## config.mk

```make
export PLATFORM = sky130hd
export DESIGN_NAME = krt_ctrl
export DESIGN_NICKNAME = d
export VERILOG_FILES = /design/src/krt_pkg.sv /design/src/krt_ctrl.sv
export SDC_FILE = /design/constraint.sdc
export NUM_CORES = 1
export LEC_CHECK = 0
export BUFFER_PORTS_ARGS = -buffer_cell sky130_fd_sc_hd__buf_2
export CAP_MARGIN = 20
export CORE_AREA = 3 3 40 42
export DETAILED_ROUTE_END_ITERATION = 8
export DIE_AREA = 0 0 43 45
export SYNTH_ARGS = -nofsm -noshare
export SYNTH_HDL_FRONTEND = slang
export SYNTH_SLANG_ARGS = --single-unit
```

## constraint.sdc

```tcl
create_clock -name clk -period 2 [get_ports clk]
set_input_delay 0.4 -clock clk [delete_from_list [all_inputs] [get_ports clk]]
set_output_delay 0.4 -clock clk [all_outputs]
set_load 0.005 [all_outputs]
```

## src/krt_pkg.sv

```systemverilog
`timescale 1ns / 1ps
package krt_pkg;

  // Field widths fixed by the record format
  localparam int TABLE_DEPTH_DEF = 128;
  localparam int CMD_W           = 2;
  localparam int KEY_W           = 31;
  localparam int WORD_W          = 64;
  localparam int GRADE_W         = 16;
  localparam int INDEX_W         = 7;
  localparam int STAT_W          = 2;

  typedef enum logic [CMD_W-1:0] {
    CMD_INSERT = 2'd0,
    CMD_LOOKUP = 2'd1,
    CMD_DELETE = 2'd2,
    CMD_RSVD   = 2'd3
  } cmd_t;

  typedef enum logic [STAT_W-1:0] {
    ST_OK   = 2'd0,
    ST_MISS = 2'd1,
    ST_FULL = 2'd2
  } status_t;

  typedef struct packed {
    logic [KEY_W-1:0]   key;
    logic [WORD_W-1:0]  dept;
    logic [WORD_W-1:0]  name;
    logic [GRADE_W-1:0] grade;
  } record_t;

  // Which result the output register captures
  typedef enum logic [1:0] {
    OSEL_INS_OK,
    OSEL_FULL,
    OSEL_MISS,
    OSEL_HIT
  } out_sel_t;

  typedef enum logic [2:0] {
    S_IDLE,
    S_DISPATCH,
    S_SCAN,
    S_DEL_READ,
    S_DEL_WRITE
  } state_t;

  // Controller to datapath commands
  typedef struct packed {
    logic     load;
    logic     scan_step;
    logic     ins_write;
    logic     rd_last;
    logic     del_write;
    logic     out_load;
    out_sel_t out_sel;
    logic     out_fire;
  } dp_cmd_t;

  // Datapath to controller status
  typedef struct packed {
    cmd_t cmd;
    logic full;
    logic hit;
    logic scan_miss;
  } dp_stat_t;

endpackage

```

## src/krt_ctrl.sv

```systemverilog
`timescale 1ns / 1ps
module krt_ctrl
  import krt_pkg::*;
(
  input  logic     clk,
  input  logic     rst_n,
  input  logic     start,
  output logic     busy,
  input  dp_stat_t stat,
  output dp_cmd_t  cmd
);

  state_t state_r;
  state_t state_nxt;

  // State register
  always_ff @(posedge clk) begin
    if (!rst_n) begin
      state_r <= S_IDLE;
    end else begin
      state_r <= state_nxt;
    end
  end

  assign busy = (state_r != S_IDLE);

  // Next state and datapath commands
  always_comb begin
    state_nxt = state_r;
    cmd       = '0;
    cmd.out_sel = OSEL_MISS;
    unique case (state_r)
      S_IDLE: begin
        if (start) begin
          cmd.load  = 1'b1;
          state_nxt = S_DISPATCH;
        end
      end
      S_DISPATCH: begin
        unique case (stat.cmd)
          CMD_INSERT: begin
            cmd.out_load = 1'b1;
            cmd.out_fire = 1'b1;
            if (stat.full) begin
              cmd.out_sel = OSEL_FULL;
            end else begin
              cmd.ins_write = 1'b1;
              cmd.out_sel   = OSEL_INS_OK;
            end
            state_nxt = S_IDLE;
          end
          CMD_LOOKUP, CMD_DELETE: begin
            state_nxt = S_SCAN;
          end
          default: begin
            cmd.out_load = 1'b1;
            cmd.out_fire = 1'b1;
            cmd.out_sel  = OSEL_MISS;
            state_nxt    = S_IDLE;
          end
        endcase
      end
      S_SCAN: begin
        if (stat.hit) begin
          cmd.out_load = 1'b1;
          cmd.out_sel  = OSEL_HIT;
          if (stat.cmd == CMD_DELETE) begin
            state_nxt = S_DEL_READ;
          end else begin
            cmd.out_fire = 1'b1;
            state_nxt    = S_IDLE;
          end
        end else if (stat.scan_miss) begin
          cmd.out_load = 1'b1;
          cmd.out_fire = 1'b1;
          cmd.out_sel  = OSEL_MISS;
          state_nxt    = S_IDLE;
        end else begin
          cmd.scan_step = 1'b1;
        end
      end
      S_DEL_READ: begin
        cmd.rd_last = 1'b1;
        state_nxt   = S_DEL_WRITE;
      end
      S_DEL_WRITE: begin
        cmd.del_write = 1'b1;
        cmd.out_fire  = 1'b1;
        state_nxt     = S_IDLE;
      end
      default: begin
        state_nxt = S_IDLE;
      end
    endcase
  end

endmodule

```

== Word level (Yosys, flattened, before mapping) ==
Index checks and enable logic that the tools add are counted.

* Output and inout port bits: 10
* Flip-flop bits (word level): 3
* Logic and storage cells: 37
* Input port bits: 8

* Equal/unequal tests: 8
* Reductions and logical operators: 5
* Muxes and demuxes: 23

{| class="wikitable"
|+ Operators by type and width
! operator !! count
|-
| two-way mux 1 bit || 12
|-
| one-hot mux 3 bit (4 select lines) || 1
|-
| two-way mux 3 bit || 3
|-
| two-way mux 4 bit || 2
|-
| one-hot mux 4 bit (2 select lines) || 1
|-
| equality test 3 x 2 -> 1 bit (second input constant) || 2
|-
| one-hot mux 3 bit (2 select lines) || 1
|-
| two-way mux 2 bit || 2
|-
| equality test 3 x 1 -> 1 bit (second input constant) || 1
|-
| equality test 3 bit (second input constant) || 1
|-
| zero test 3 bit || 1
|-
| != test 3 bit (second input constant) || 1
|-
| one-hot mux 1 bit (3 select lines) || 1
|-
| nonzero test 3 bit || 1
|-
| equality test 2 x 1 -> 1 bit (second input constant) || 1
|-
| equality test 2 bit (second input constant) || 1
|-
| zero test 2 bit || 1
|-
| != test 2 bit (second input constant) || 1
|-
| AND reduction 2 bit || 1
|-
| OR reduction 2 bit || 1
|}

== Logic depth before layout (Yosys ltp) ==
* Depth in word-level cells: 4
* Gate-level depth with buffers: 5
* Depth with buffers taken out: 5

== Worst setup path before layout ==
No wires, ideal clock.

* Kind: in2out
* From: input stat[3] in the netlist's numbering
* To: output cmd[3] in the netlist's numbering
* Data required time: 1,600 ps
* Cell stages on the path: 4
* Buffers on the path: 0
* Slack: 536 ps
* Data arrival time: 1,064 ps
* Cells stage by stage: inv_1 -> ha_1 -> o22a_1 -> nor2_1

{| class="wikitable"
|+ RTL lines
! item !! RTL line !! RTL
|-
| start: declaration || krt_ctrl.sv:9 || <nowiki>input dp_stat_t stat,</nowiki>
|-
| end: declaration || krt_ctrl.sv:10 || <nowiki>output dp_cmd_t cmd</nowiki>
|}

==> results.py <==
metrics = {
    "run_status": {
        "status": "finished clean",
    },
    "yosys": {
        "synth_cell_types": 20,
        "synth.avg_cell_area_um2": 7.45,
        "synthTopCellsByArea": "dfxtp_1, ha_1, nor2_1",
        "synth_top_cell_by_area": "dfxtp_1",
        "yosysWarnings": 0,
        "synth_fp_nets": 52,
        "ys_seq_elements": 3,
        "synth_area_um2": 305,
        "synth_cells": 41,
        "synth-seq-area-share_pct": 19.7,
        "synth_top_cell_area_share_pct": 19.7,
    },
    "sta": {
        "post-route-period-util_pct": 88.0,
        "finalHoldViolations": 0,
        "finalClockSkew_ns": 0.00348,
        "max_freq_mhz": 568,
        "slew_headroom_pct": 74.7,
        "tns_ns": 0,
        "hold_ws_ns": 0.477,
        "slew_violations": 0,
        "worst_pin_slew_ns": 0.379,
        "fin_crit_ns": 1.76,
        "rsz0062_at_grt": "no",
        "layout_setup_ws_ns": 0.240,
        "finalSetupViolations": 0,
    },
    "clock_network": {
        "clk_pin_slew_ns": 0.04,
        "cts_buffers": 3,
        "postCtsSetupBuffers": 0,
        "h-tree-depth": 1,
        "clk_latency_ns": 0.24,
        "cts_buffer_depth": 2,
        "cts_hold_buf": 0,
        "clkSinkCount": 3,
        "cts-resized-gates": 0,
        "cts-root-buf": "clkbuf_4",
        "tritoncts": "done",
    },
    "setup_path": {
        "reg2reg_to": "state_r[1]$_SDFFE_PN0P_",
        "cp.required_ns": 1.60,
        "max_stage_delay_ns": 0.54,
        "path_buf_inv": 1,
        "critPathTopFamily": "flip-flops",
        "crit_fanout": 11,
        "regToRegSetupSlack_ns": 0.83,
        "critical_path_arrival_ns": 1.36,
        "r2r_cells": 3,
        "crit_path_start_kind": "flip-flop",
        "worstPathCellList": "nor3b_1 > a21oi_1 > o31ai_1 > buf_2",
        "slowest_stage": "dfxtp_1",
        "worstSetupPathType": "flip-flop to primary output",
        "endpoint_kind": "primary output",
        "r2r-start": "state_r[2]$_SDFFE_PN0P_",
    },
    "drt": {
        "drt_iter0_markers": 3,
        "routed_via_density": 4.55,
        "firstDrtPassIters": 2,
        "drt-total-wl_um": 783,
        "wire_per_inst_um": 10.3,
        "ant_nets": 0,
        "dr_total_vias": 346,
        "drc": 0,
    },
    "min_path": {
        "min_to": "state_r[2]$_SDFFE_PN0P_",
        "holdPathStages": 3,
        "hold_path.startpoint": "rst_n",
        "hp-class": "input port to flip-flop",
    },
    "finish": {
        "syn_to_final_growth_pct": 38.9,
        "final_util_pct": 33.0,
        "final_common_cell": "buf_2",
        "nFillCells": 142,
        "largest_reg_flops": 3,
        "final_area_um2": 424,
        "layout-drive-gt1-share_pct": 36.1,
        "reg_top3": "state_r x3",
        "antennaDiodeCount": 0,
        "final_cell_mix": "buf_2, nor2_1, inv_1",
        "nNetsFinal": 73,
        "registers.top_by_ff_count": "state_r",
    },
    "grt": {
        "antenna_found_initial": 0,
        "grt_first_pass_wirelength_um": 1210,
        "grt_max_degree": 12,
        "grt_overflow": 0,
        "grt_usage_pct": 8.58,
        "grt_pass1_vias": 314,
    },
    "floorplanning": {
        "core-area_mm2": 0.00128,
        "floorplan.initialDensity_pct": 23.8,
        "die_area_mm2": 0.00194,
        "ios": 18,
        "fp.dieH_um": 45,
        "die_w_um": 43,
        "row_count": 13,
    },
    "place": {
        "place_congestion": 0.701,
        "dpl-instance-area_um2": 398,
        "dp_hpwl_um": 607,
        "pre_cts_slack_ns": 0.295,
        "io_buffer_count": 17,
    },
    "pwr": {
        "leakagePower_uw": 0.000220,
        "vdd_ir_drop_max_mv": 0.351,
        "power.density_mw_per_mm2": 539,
    },
    "job": {
        "maxCapViolations": 0,
    },
}
## worst max path at each step
stage                                  startpoint  endpoint  slack, ns  depth (start not counted)
after floorplan                           stat[3]    cmd[3]       0.54                          4
after detailed placement                  stat[4]    cmd[0]       0.30                          7
final                     state_r[2]$_SDFFE_PN0P_    cmd[0]       0.24                          4
after global placement                    stat[3]    cmd[0]       0.29                          7
after global routing      state_r[2]$_SDFFE_PN0P_    cmd[0]       0.08                          4
after CTS                 state_r[2]$_SDFFE_PN0P_    cmd[0]       0.22                          4
## synthesized netlist by cell type
| cell type | number |
|---|---|
| buf_6 | 1 |
| nand2b_1 | 3 |
| nand2_1 | 2 |
| nor2_1 | 9 |
| dfxtp_1 | 3 |
| mux2i_1 | 1 |
| nand3b_1 | 1 |
| o21ai_0 | 1 |
| nor4_1 | 1 |
| o31ai_1 | 1 |
| inv_1 | 4 |
| ha_1 | 3 |
| nor2b_1 | 1 |
| o22a_1 | 1 |
| a22o_1 | 1 |
| or3_4 | 1 |
| nor3b_1 | 2 |
| nand3_1 | 2 |
| nor4b_2 | 1 |
| a21oi_1 | 2 |
## where the power goes
part           total [uW]  leakage, uW  switching, uW  internal (uW)
clock network         111    0.0000150           35.8           75.0
logic                50.7     0.000181           24.4           26.2
registers            66.9    0.0000245           4.45           62.5
total                 228     0.000220           64.7            164
## worst min-delay path: stages
cell      delay, ns
buf_2          0.07
nand2b_1       0.10
nor2_1         0.10
## metrics by stage
stage | total power (uW) | std cells
after floorplan | 96.5 | 41
after CTS | 232 | 76
after global routing | 248 | 76
after detailed placement | 119 | 72
final | 228 | 76
after global placement | 118 | 72
## layer usage
layer  GRT usage, %  wire, um  vias to the layer above
met2           13.5       359                       12
met5              0         0                        -
met4           1.81         0                        0
li1               -         -                      180
met3           7.17        84                        0
met1           8.92       339                      154
## cell families (layout without fill, tap and decap cells)
logic type | Yosys count | in the layout | synth area share [%]
and+or+nand+nor | 23 | 23 | 43.0
AOI/OAI and AO/OA | 6 | 6 | 13.1
buffers and inverters | 5 | 25 | 8.60
adders and majority gates | 3 | 3 | 12.3
DFF | 3 | 3 | 19.7
muxes | 1 | 1 | 3.28
## cell type report
class                   count  area, um^2  share of cell area [%]
multi-input cells          33         219                    51.6
repair buffers             17        85.1                    20.1
flip-flops and latches      3        60.1                    14.2
clock buffers               4        26.3                    6.19
well taps                  15        18.8                    4.42
inverters                   4        15.0                    3.54
(Power assumes the default switching activity.)
